File: config.mk
export PLATFORM = sky130hd
export DESIGN_NAME = nru_frame_table
export DESIGN_NICKNAME = d
export VERILOG_FILES = /design/src/rtl/core/nft_pkg.sv /design/src/rtl/core/nft_cell.sv /design/src/rtl/core/nru_frame_table.sv
export SDC_FILE = /design/constraint.sdc
export NUM_CORES = 2
export LEC_CHECK = 0
export ABC_AREA = 1
export BUFFER_PORTS_ARGS = -buffer_cell sky130_fd_sc_hd__buf_2
export CORE_UTILIZATION = 59
export CTS_CLUSTER_DIAMETER = 50
export DETAILED_ROUTE_END_ITERATION = 7
export PLACE_DENSITY = 0.75
export SLEW_MARGIN = 0
export SYNTH_ARGS = -nofsm -noshare
export SYNTH_HDL_FRONTEND = slang
export SYNTH_SLANG_ARGS = --single-unit
File: constraint.sdc
create_clock -name i_clk -period 3.8 [get_ports i_clk]
set_input_delay 0.95 -clock i_clk [delete_from_list [all_inputs] [get_ports i_clk]]
set_output_delay 0.95 -clock i_clk [all_outputs]
set_load 0.05 [all_outputs]
File: src/rtl/core/nft_pkg.sv
`default_nettype none

package nft_pkg;

    // Widths of the request and response fields.
    localparam int REQ_W    = 3;
    localparam int FIDX_W   = 5;
    localparam int PID_W    = 10;
    localparam int PAGE_W   = 10;
    localparam int STATUS_W = 2;
    localparam int CLS_W    = 3;
    // Index carried by the search token; wide enough for tables of up to 256 frames.
    localparam int TOK_IDX_W = 8;

    localparam logic [REQ_W-1:0] REQ_RESERVE   = 3'd0;
    localparam logic [REQ_W-1:0] REQ_ASSIGN    = 3'd1;
    localparam logic [REQ_W-1:0] REQ_CLEAR_REF = 3'd2;
    localparam logic [REQ_W-1:0] REQ_FREE_PROC = 3'd3;
    localparam logic [REQ_W-1:0] REQ_TOUCH     = 3'd4;

    localparam logic [STATUS_W-1:0] STATUS_FREE  = 2'd0;
    localparam logic [STATUS_W-1:0] STATUS_EVICT = 2'd1;
    localparam logic [STATUS_W-1:0] STATUS_NONE  = 2'd2;
    localparam logic [STATUS_W-1:0] STATUS_DONE  = 2'd3;

    localparam logic [2:0] CMD_NOP       = 3'd0;
    localparam logic [2:0] CMD_ASSIGN    = 3'd1;
    localparam logic [2:0] CMD_CLEAR_REF = 3'd2;
    localparam logic [2:0] CMD_FREE_PROC = 3'd3;
    localparam logic [2:0] CMD_TOUCH     = 3'd4;
    localparam logic [2:0] CMD_LOCK      = 3'd5;

    // Class value that is worse than any real class (2*R+M is at most 3).
    localparam logic [CLS_W-1:0] NO_CLASS = 3'd4;

    typedef struct packed {
        logic [REQ_W-1:0]  req_type;
        logic [FIDX_W-1:0] frame_index;
        logic [PID_W-1:0]  proc_id;
        logic [PAGE_W-1:0] page_number;
        logic              holds_table;
        logic              is_write;
    } t_req;

    typedef struct packed {
        logic [STATUS_W-1:0] status;
        logic [FIDX_W-1:0]   chosen_frame;
        logic                victim_had_owner;
        logic [PID_W-1:0]    victim_owner;
        logic [PAGE_W-1:0]   victim_page;
        logic                victim_dirty;
    } t_rsp;

    typedef struct packed {
        logic [2:0] op;
        logic       holds_table;
        logic       is_write;
    } t_cmd;

    typedef struct packed {
        logic                 valid;
        logic                 have_free;
        logic [CLS_W-1:0]     cls;
        logic [TOK_IDX_W-1:0] idx;
        logic                 owned;
        logic [PID_W-1:0]     owner;
        logic [PAGE_W-1:0]    page;
        logic                 dirty;
    } t_token;

endpackage

`default_nettype wire

File: src/rtl/core/nft_cell.sv
`default_nettype none

module nft_cell
    import nft_pkg::*;
#(
    parameter int IDX       = 0,
    parameter int PROC_BITS = 10,
    parameter int PAGE_BITS = 10
) (
    input  wire logic                 i_clk,
    input  wire logic                 i_rst_n,
    input  wire t_cmd                 i_cmd,
    input  wire logic                 i_sel,
    input  wire logic [PROC_BITS-1:0] i_pid,
    input  wire logic [PAGE_BITS-1:0] i_page,
    input  wire t_token               i_token,
    output t_token                    o_token
);

    logic                 r_free;
    logic                 r_tbl;
    logic                 r_own;
    logic                 r_ref;
    logic                 r_dirty;
    logic [PROC_BITS-1:0] r_owner;
    logic [PAGE_BITS-1:0] r_page;
    t_token               r_tok;
    t_token               n_tok;

    logic [31:0]      owner_ext;
    logic [31:0]      page_ext;
    logic [CLS_W-1:0] my_cls;

    assign owner_ext = 32'(r_owner);
    assign page_ext  = 32'(r_page);
    assign my_cls    = {1'b0, r_ref, r_dirty};

    always_ff @(posedge i_clk) begin
        if (!i_rst_n) begin
            r_free  <= 1'b1;
            r_tbl   <= 1'b0;
            r_own   <= 1'b0;
            r_ref   <= 1'b0;
            r_dirty <= 1'b0;
        end else begin
            case (i_cmd.op)
                CMD_ASSIGN: begin
                    if (i_sel) begin
                        r_free  <= 1'b0;
                        r_tbl   <= i_cmd.holds_table;
                        r_own   <= 1'b1;
                        r_ref   <= 1'b1;
                        r_dirty <= 1'b0;
                    end
                end
                CMD_CLEAR_REF: begin
                    if (!r_free && !r_tbl) begin
                        r_ref <= 1'b0;
                    end
                end
                CMD_FREE_PROC: begin
                    if (!r_free && r_own && (r_owner == i_pid)) begin
                        r_free  <= 1'b1;
                        r_tbl   <= 1'b0;
                        r_own   <= 1'b0;
                        r_ref   <= 1'b0;
                        r_dirty <= 1'b0;
                    end
                end
                CMD_TOUCH: begin
                    if (i_sel && !r_free) begin
                        r_ref <= 1'b1;
                        if (i_cmd.is_write) begin
                            r_dirty <= 1'b1;
                        end
                    end
                end
                CMD_LOCK: begin
                    if (i_sel) begin
                        r_free  <= 1'b0;
                        r_tbl   <= 1'b0;
                        r_own   <= 1'b0;
                        r_ref   <= 1'b0;
                        r_dirty <= 1'b0;
                    end
                end
                default: begin
                end
            endcase
        end
    end

    // Owner and page are cleared whenever a frame is locked or released, so a
    // frame can only be reported with values that were written by some request.
    always_ff @(posedge i_clk) begin
        case (i_cmd.op)
            CMD_ASSIGN: begin
                if (i_sel) begin
                    r_owner <= i_pid;
                    r_page  <= i_page;
                end
            end
            CMD_FREE_PROC: begin
                if (!r_free && r_own && (r_owner == i_pid)) begin
                    r_owner <= '0;
                    r_page  <= '0;
                end
            end
            CMD_LOCK: begin
                if (i_sel) begin
                    r_owner <= '0;
                    r_page  <= '0;
                end
            end
            default: begin
            end
        endcase
    end

    // A free frame always wins; otherwise a data frame replaces the running
    // best only with a strictly lower class, so the lowest index keeps ties.
    always_comb begin
        n_tok = i_token;
        if (i_token.valid && !i_token.have_free) begin
            if (r_free) begin
                n_tok.have_free = 1'b1;
                n_tok.idx       = TOK_IDX_W'(IDX);
            end else if (!r_tbl && (my_cls < i_token.cls)) begin
                n_tok.cls   = my_cls;
                n_tok.idx   = TOK_IDX_W'(IDX);
                n_tok.owned = r_own;
                n_tok.owner = owner_ext[PID_W-1:0];
                n_tok.page  = page_ext[PAGE_W-1:0];
                n_tok.dirty = r_dirty;
            end
        end
    end

    always_ff @(posedge i_clk) begin
        if (!i_rst_n) begin
            r_tok.valid <= 1'b0;
        end else begin
            r_tok.valid <= n_tok.valid;
        end
        r_tok.have_free <= n_tok.have_free;
        r_tok.cls       <= n_tok.cls;
        r_tok.idx       <= n_tok.idx;
        r_tok.owned     <= n_tok.owned;
        r_tok.owner     <= n_tok.owner;
        r_tok.page      <= n_tok.page;
        r_tok.dirty     <= n_tok.dirty;
    end

    assign o_token = r_tok;

endmodule

`default_nettype wire

File: src/rtl/core/nru_frame_table.sv
// Frame table with not-recently-used replacement.
// Requests arrive on i_in_valid / o_in_ready / i_in_data, one response per
// request leaves on o_out_valid / i_out_ready / o_out_data.
// Each frame lives in one cell of a chain. Assign, clear-referenced, free-process
// and touch requests are broadcast to all cells and finish in the cycle they are
// accepted; the response is in the output register on the next cycle.
// A reserve request sends a search token down the chain, one cell per cycle,
// collecting the lowest free frame or the best NRU victim. When the token
// leaves the last cell, the chosen frame is locked and the response is parked;
// it moves to the output register once that register is free.
// One request is in work at a time; a new request is taken once the block is
// idle and the output register is empty or being emptied in that cycle. So a
// broadcast request can follow another every cycle, while the request after a
// reserve is taken only once its response has moved to the output register.
// If the receiver stalls, the response waits in the output register and
// further requests wait with it.
// After reset every frame is free and unowned with R and M clear, and the
// output register is empty.
`default_nettype none

module nru_frame_table
    import nft_pkg::*;
#(
    parameter int NUM_FRAMES = 32,
    parameter int PROC_BITS  = 10,
    parameter int PAGE_BITS  = 10
) (
    input  wire logic i_clk,
    input  wire logic i_rst_n,
    input  wire logic i_in_valid,
    output logic      o_in_ready,
    input  wire t_req i_in_data,
    output logic      o_out_valid,
    input  wire logic i_out_ready,
    output t_rsp      o_out_data
);

    localparam logic [1:0] ST_IDLE = 2'd0;
    localparam logic [1:0] ST_SCAN = 2'd1;
    localparam logic [1:0] ST_PEND = 2'd2;

    logic [1:0] r_state;
    logic [1:0] n_state;
    logic       r_scan_go;
    logic       r_out_valid;
    t_rsp       r_out;
    t_rsp       r_pend;

    logic       in_acc;
    logic       out_free;
    logic       scan_done;
    logic       do_lock;
    t_cmd       cmd;
    t_token     tok [NUM_FRAMES+1];
    t_token     tok_last;
    logic [NUM_FRAMES-1:0] sel;
    logic [NUM_FRAMES-1:0] tok_valids;
    logic [31:0] sel_idx;
    logic [31:0] pid_ext;
    logic [31:0] page_ext;
    logic [PROC_BITS-1:0] pid;
    logic [PAGE_BITS-1:0] page;
    t_rsp       done_rsp;
    t_rsp       scan_rsp;

    assign out_free   = !r_out_valid || i_out_ready;
    assign o_in_ready = (r_state == ST_IDLE) && out_free;
    assign in_acc     = i_in_valid && o_in_ready;

    assign pid_ext  = 32'(i_in_data.proc_id);
    assign page_ext = 32'(i_in_data.page_number);
    assign pid      = pid_ext[PROC_BITS-1:0];
    assign page     = page_ext[PAGE_BITS-1:0];

    always_comb begin
        tok[0]           = '0;
        tok[0].valid     = r_scan_go;
        tok[0].have_free = 1'b0;
        tok[0].cls       = NO_CLASS;
    end

    assign tok_last  = tok[NUM_FRAMES];
    assign scan_done = (r_state == ST_SCAN) && tok_last.valid;
    assign do_lock   = scan_done && (tok_last.have_free || (tok_last.cls != NO_CLASS));

    always_comb begin
        cmd             = '0;
        cmd.op          = CMD_NOP;
        cmd.holds_table = i_in_data.holds_table;
        cmd.is_write    = i_in_data.is_write;
        if (do_lock) begin
            cmd.op = CMD_LOCK;
        end else if (in_acc) begin
            case (i_in_data.req_type)
                REQ_ASSIGN:    cmd.op = CMD_ASSIGN;
                REQ_CLEAR_REF: cmd.op = CMD_CLEAR_REF;
                REQ_FREE_PROC: cmd.op = CMD_FREE_PROC;
                REQ_TOUCH:     cmd.op = CMD_TOUCH;
                default:       cmd.op = CMD_NOP;
            endcase
        end
    end

    assign sel_idx = do_lock ? 32'(tok_last.idx) : 32'(i_in_data.frame_index);

    for (genvar gi = 0; gi < NUM_FRAMES; gi++) begin : g_cell
        assign sel[gi]        = (sel_idx == 32'(gi));
        assign tok_valids[gi] = tok[gi+1].valid;

        nft_cell #(
            .IDX       (gi),
            .PROC_BITS (PROC_BITS),
            .PAGE_BITS (PAGE_BITS)
        ) u_cell (
            .i_clk   (i_clk),
            .i_rst_n (i_rst_n),
            .i_cmd   (cmd),
            .i_sel   (sel[gi]),
            .i_pid   (pid),
            .i_page  (page),
            .i_token (tok[gi]),
            .o_token (tok[gi+1])
        );
    end

    always_comb begin
        done_rsp        = '0;
        done_rsp.status = STATUS_DONE;
    end

    always_comb begin
        scan_rsp = '0;
        if (tok_last.have_free) begin
            scan_rsp.status       = STATUS_FREE;
            scan_rsp.chosen_frame = tok_last.idx[FIDX_W-1:0];
        end else if (tok_last.cls != NO_CLASS) begin
            scan_rsp.status           = STATUS_EVICT;
            scan_rsp.chosen_frame     = tok_last.idx[FIDX_W-1:0];
            scan_rsp.victim_had_owner = tok_last.owned;
            scan_rsp.victim_owner     = tok_last.owner;
            scan_rsp.victim_page      = tok_last.page;
            scan_rsp.victim_dirty     = tok_last.dirty;
        end else begin
            scan_rsp.status = STATUS_NONE;
        end
    end

    always_comb begin
        n_state = r_state;
        case (r_state)
            ST_IDLE: begin
                if (in_acc && (i_in_data.req_type == REQ_RESERVE)) begin
                    n_state = ST_SCAN;
                end
            end
            ST_SCAN: begin
                if (tok_last.valid) begin
                    n_state = ST_PEND;
                end
            end
            ST_PEND: begin
                if (out_free) begin
                    n_state = ST_IDLE;
                end
            end
            default: begin
                n_state = ST_IDLE;
            end
        endcase
    end

    always_ff @(posedge i_clk) begin
        if (!i_rst_n) begin
            r_state     <= ST_IDLE;
            r_scan_go   <= 1'b0;
            r_out_valid <= 1'b0;
        end else begin
            r_state   <= n_state;
            r_scan_go <= in_acc && (i_in_data.req_type == REQ_RESERVE);
            if (in_acc && (i_in_data.req_type != REQ_RESERVE)) begin
                r_out_valid <= 1'b1;
            end else if ((r_state == ST_PEND) && out_free) begin
                r_out_valid <= 1'b1;
            end else if (i_out_ready) begin
                r_out_valid <= 1'b0;
            end
        end
    end

    always_ff @(posedge i_clk) begin
        if (scan_done) begin
            r_pend <= scan_rsp;
        end
        if (in_acc && (i_in_data.req_type != REQ_RESERVE)) begin
            r_out <= done_rsp;
        end else if ((r_state == ST_PEND) && out_free) begin
            r_out <= r_pend;
        end
    end

    assign o_out_valid = r_out_valid;
    assign o_out_data  = r_out;

    a_reserve_starts_scan: assert property (@(posedge i_clk) disable iff (!i_rst_n)
        in_acc && (i_in_data.req_type == REQ_RESERVE) |=> (r_state == ST_SCAN) && r_scan_go)
        else $error("reserve request did not start a scan");

    a_single_token: assert property (@(posedge i_clk) disable iff (!i_rst_n)
        $onehot0({tok_valids, r_scan_go}))
        else $error("more than one search token in the chain");

    a_token_in_scan: assert property (@(posedge i_clk) disable iff (!i_rst_n)
        tok_last.valid |-> (r_state == ST_SCAN))
        else $error("search token finished outside a scan");

    a_lock_one_frame: assert property (@(posedge i_clk) disable iff (!i_rst_n)
        (cmd.op == CMD_LOCK) |-> $onehot(sel))
        else $error("lock command does not select exactly one frame");

    a_pend_after_scan: assert property (@(posedge i_clk) disable iff (!i_rst_n)
        scan_done |=> (r_state == ST_PEND) && !r_scan_go)
        else $error("finished scan did not park its response");

endmodule

`default_nettype wire

==> metrics.md <==
| Metric | Value |
|---|---|
| Outcome | finished, final reports clean |
| Netlist Area Pre-Place | 66300 sq um |
| RePlAce Congestion | 0.952 |
| Via count | 44243 |
| CTS HTree Levels | 4 |
| Number of hold-repair buffers added at the cts stage | 0 |
| Period utilisation layout | 85.4% |
| Fraction of synthesis flops using an asynchronous set or reset pin | 0% |
| Number of rows created at floorplan | about 120 |
| First-iteration detailed-routing DRC count | 4863 |
| Residual DRC count | 0 |
| Global-route wire length before repair | about 250000 um |
| Classification of the worst setup path | flop to flop |
| Final instance count without filler cells | 8075 |
| Initial Utilization | 59.7% |
| Fraction of final layout cells sized beyond drive strength 1 | between 10% and 20% |
| P_leak | 31.8 nW |
| Net count, final | 6500 |
| Gr usage total | between 20% and 30% |
| Root buffer cell | sky130_fd_sc_hd__clkbuf_16 |
| # Post-CTS Setup Buffers | 0 |
| Count of mapped cells out of synthesis | about 6300 |
| Total detailed-routing wirelength | 162000 um |
| Horizontal extent of the die | 337 um |
| Worst-Skew Late Latency | 0.80 ns |
| Core Box Area | about 110000 sq um |
| Final worst clock skew | 0.0428 ns |
| Most common cell after layout, fill and taps aside | sky130_fd_sc_hd__dfxtp_1 |
| Max Clk Rate | a little over 0.3 GHz |
| Commonest cells after routing, fill and taps aside | sky130_fd_sc_hd__dfxtp_1 (1154), sky130_fd_sc_hd__nand2_1 (1141), sky130_fd_sc_hd__inv_1 (680) |
| Post-synthesis net count | 6356 |
| Detailed-router iteration count before antenna repair | 6 |
| Number of antenna violations at the first check in global routing | 0 |
| Final routed wire length divided by cell count | 20.0 um |
| Max-Cap Viols | 0 |
| Headroom to the max-slew limit | 14.4% |
| TritonCTS clock tree | built |
| Setup repair after global routing missed its margin | no |
| Total power density per cell area | roughly 530 nW/um^2 |
| Detailed-placement wirelength estimate | 107000 um |
| Boundary Pins | 65 |
| Share of synthesized area occupied by flip-flops and latches | 65.1% |
| Total number of clock tree sinks | 1823 |
| Number of global-route vias before repair | 42914 |
| Post-route antenna net violation count | 0 |
| Cell breakdown of the critical path | inv_1 -> nand2_2 -> nor2_4 -> nand2_4 -> nand2_1 -> nand2_1 -> nor2_4 -> nand3_1 -> a21oi_2 -> nand2_2 -> inv_2 |
| Number of buffers created by CTS | 175 |
| Vias per std cell | between 5 and 6 |
| Global-route congestion overflow total | 0 |
| Period minus WS final | 3.24 ns |
| Seq cells post-synth | 1823 |
| Number of filler instances in the final layout | 8123 |
| Number of enable-type register cells in the synthesized netlist | 669 |
| CTS clk-pin slew, worst paths | 0.06 ns |
| Setup crit end kind | flop |
| Max IR drop VDD | 0.000446 V |
| Syn Area/Cell | about 11 sq um |
| Top_reg_cell synth | sky130_fd_sc_hd__dfxtp_1 |
| Kind of cell with the highest combined delay on the critical path | simple AND/OR/NAND/NOR gates |
| Max Buffers Root-to-Sink | 3 |
| Final setup vio count | 0 |
| Die area | between 100000 and 150000 sq um |
| Path category of the worst min-delay check | flop to flop |
| Final Max Tran Viols | 0 |
| Layout area overhead | 12.8% |
| Post-cts gate resize count | 0 |
| Arrival time reported for the critical path endpoint | 3.65 ns |
| Largest stage delay, worst path | 0.49 ns |
| Startpoint kind of the worst setup timing path | flop |
| Buffers plus inverters on the worst setup path | 2 |
| Count of placed standard cells including taps | 7745 |
| Final Hold Viols | 0 |
| Total Negative Setup Slacks | 0 ns |
| Count of synthesis-stage warnings from yosys | 0 |
| Buffers on Ports | 64 |
| Required time at the endpoint of the critical path | 4.20 ns |
| Die height | between 300 and 400 um |
| Maximum number of pins on one net before global-route repair | between 150 and 200 |
| Post-synth cell types | 40 |
| Worst-margin pin slew | 1.28 ns |
| Largest driver fanout on the critical path | 21 |
| Master of the slowest instance on the critical path | sky130_fd_sc_hd__nor2_4 |
metrics by stage:
stage / utilization, % / cell area (sq um) / total power [W] / hold WS [ns] / setup WS (ns)
6_report: 67.4 / 74900 / 0.0400 / 0.400 / 0.555
5_1_grt: 67.4 / 74900 / 0.0411 / 0.414 / 0.419
4_1_cts: 67.3 / 74800 / 0.0401 / 0.396 / 0.597
3_5_place_dp: 62.0 / 68900 / 0.0229 / 0.397 / 0.204
3_3_place_gp: 62.0 / 68900 / 0.0228 / 0.393 / 0.265
2_1_floorplan: - / 66300 / 0.0222 / 0.393 / 0.781
sequential cells by signal (all words and copies together) (netlist names):
name and flops:
g_cell.u_cell.o_token 961, g_cell.u_cell.r_owner 320, g_cell.u_cell.r_page 320, g_cell.u_cell.r_dirty 32
g_cell.u_cell.r_free 32, g_cell.u_cell.r_own 32, g_cell.u_cell.r_ref 32, g_cell.u_cell.r_tbl 32
o_out_data 29, r_pend 29, r_state 2, o_out_valid 1
r_scan_go 1
power by group:
group	switching, W	internal (W)	leakage (nW)
clock network	0.00745	0.0101	2.90
logic	0.00124	0.000447	13.4
registers	0.000172	0.0206	15.5
cell type report:
type | instances | area (sq um) | area share, %
sequential | 1823 | 43200 | 57.7
multi-input combinational | 3518 | 19500 | 26.1
clock buffer | 243 | 5020 | 6.71
inverter | 720 | 2700 | 3.61
tap | 1488 | 1860 | 2.49
timing repair buffer | 197 | 1670 | 2.23
clock inverter | 84 | 897 | 1.20
antenna | 2 | 5.00 | 0.00669
cell usage after synthesis, types with 6 or more instances:
cell type,count,area (sq um)
sky130_fd_sc_hd__nand4_1,79,494
sky130_fd_sc_hd__buf_2,61,305
sky130_fd_sc_hd__nand3_1,239,1200
sky130_fd_sc_hd__inv_2,35,131
sky130_fd_sc_hd__edfxtp_1,669,20100
sky130_fd_sc_hd__o21ai_0,402,2010
sky130_fd_sc_hd__inv_1,680,2550
sky130_fd_sc_hd__a21oi_2,36,315
sky130_fd_sc_hd__nor2_1,627,2350
sky130_fd_sc_hd__dfxtp_1,1154,23100
sky130_fd_sc_hd__a21oi_1,151,756
sky130_fd_sc_hd__nand2_2,38,238
sky130_fd_sc_hd__nor2_4,8,90.1
sky130_fd_sc_hd__o21bai_1,24,180
sky130_fd_sc_hd__or2_2,77,482
sky130_fd_sc_hd__mux2_2,450,5070
sky130_fd_sc_hd__xor2_1,76,666
sky130_fd_sc_hd__clkbuf_1,139,522
sky130_fd_sc_hd__nand2_1,1142,4290
sky130_fd_sc_hd__nand3b_1,34,255
sky130_fd_sc_hd__buf_4,6,45.0
sky130_fd_sc_hd__xnor2_1,9,78.8
sky130_fd_sc_hd__buf_1,20,75.1
sky130_fd_sc_hd__nor3_1,67,335
sky130_fd_sc_hd__ha_1,31,388
sky130_fd_sc_hd__nand2_4,7,78.8
routing by layer:
layer | up-vias | GRT usage, % | wire length, um
li1 | 20795 | - | -
met1 | 21060 | 40.8 | 69800
met2 | 2045 | 43.4 | 70900
met3 | 343 | 5.37 | 15800
met4 | 0 | 9.64 | 5130
met5 | - | 0 | 0
worst min-delay path, delay by kind of cell (launching register included):
family | cells | cell delay [ns]
buf+inv | 1 | 0.04
flops | 1 | 0.30
simple gates | 1 | 0.03
logic make-up after synthesis:
logic type	count (synthesis)	synth area share (%)
and+or+nand+nor	2330	15.0
DFF	1823	65.1
muxes	450	7.64
xor gates and xnor gates	85	1.12
buffers and inverters	950	5.57
adders and majority gates	31	0.585
AOI/OAI and AO/OA	622	5.01
path summary, 6_finish.rpt:
path	startpoint	end	slack [ns]	cells past startpoint
hold / removal	g_cell[27].u_cell.o_token[22]$_DFF_P_	g_cell[28].u_cell.o_token[22]$_DFF_P_	0.40	2
hold reg to reg	g_cell[27].u_cell.o_token[22]$_DFF_P_	g_cell[28].u_cell.o_token[22]$_DFF_P_	0.40	2
setup / recovery	r_state[1]$_SDFFE_PN0P_	g_cell[20].u_cell.r_owner[1]$_DFFE_PP_	0.56	11
setup reg to reg	r_state[1]$_SDFFE_PN0P_	g_cell[20].u_cell.r_owner[1]$_DFFE_PP_	0.56	11
Note: power is estimated with default switching activity, not from simulation.
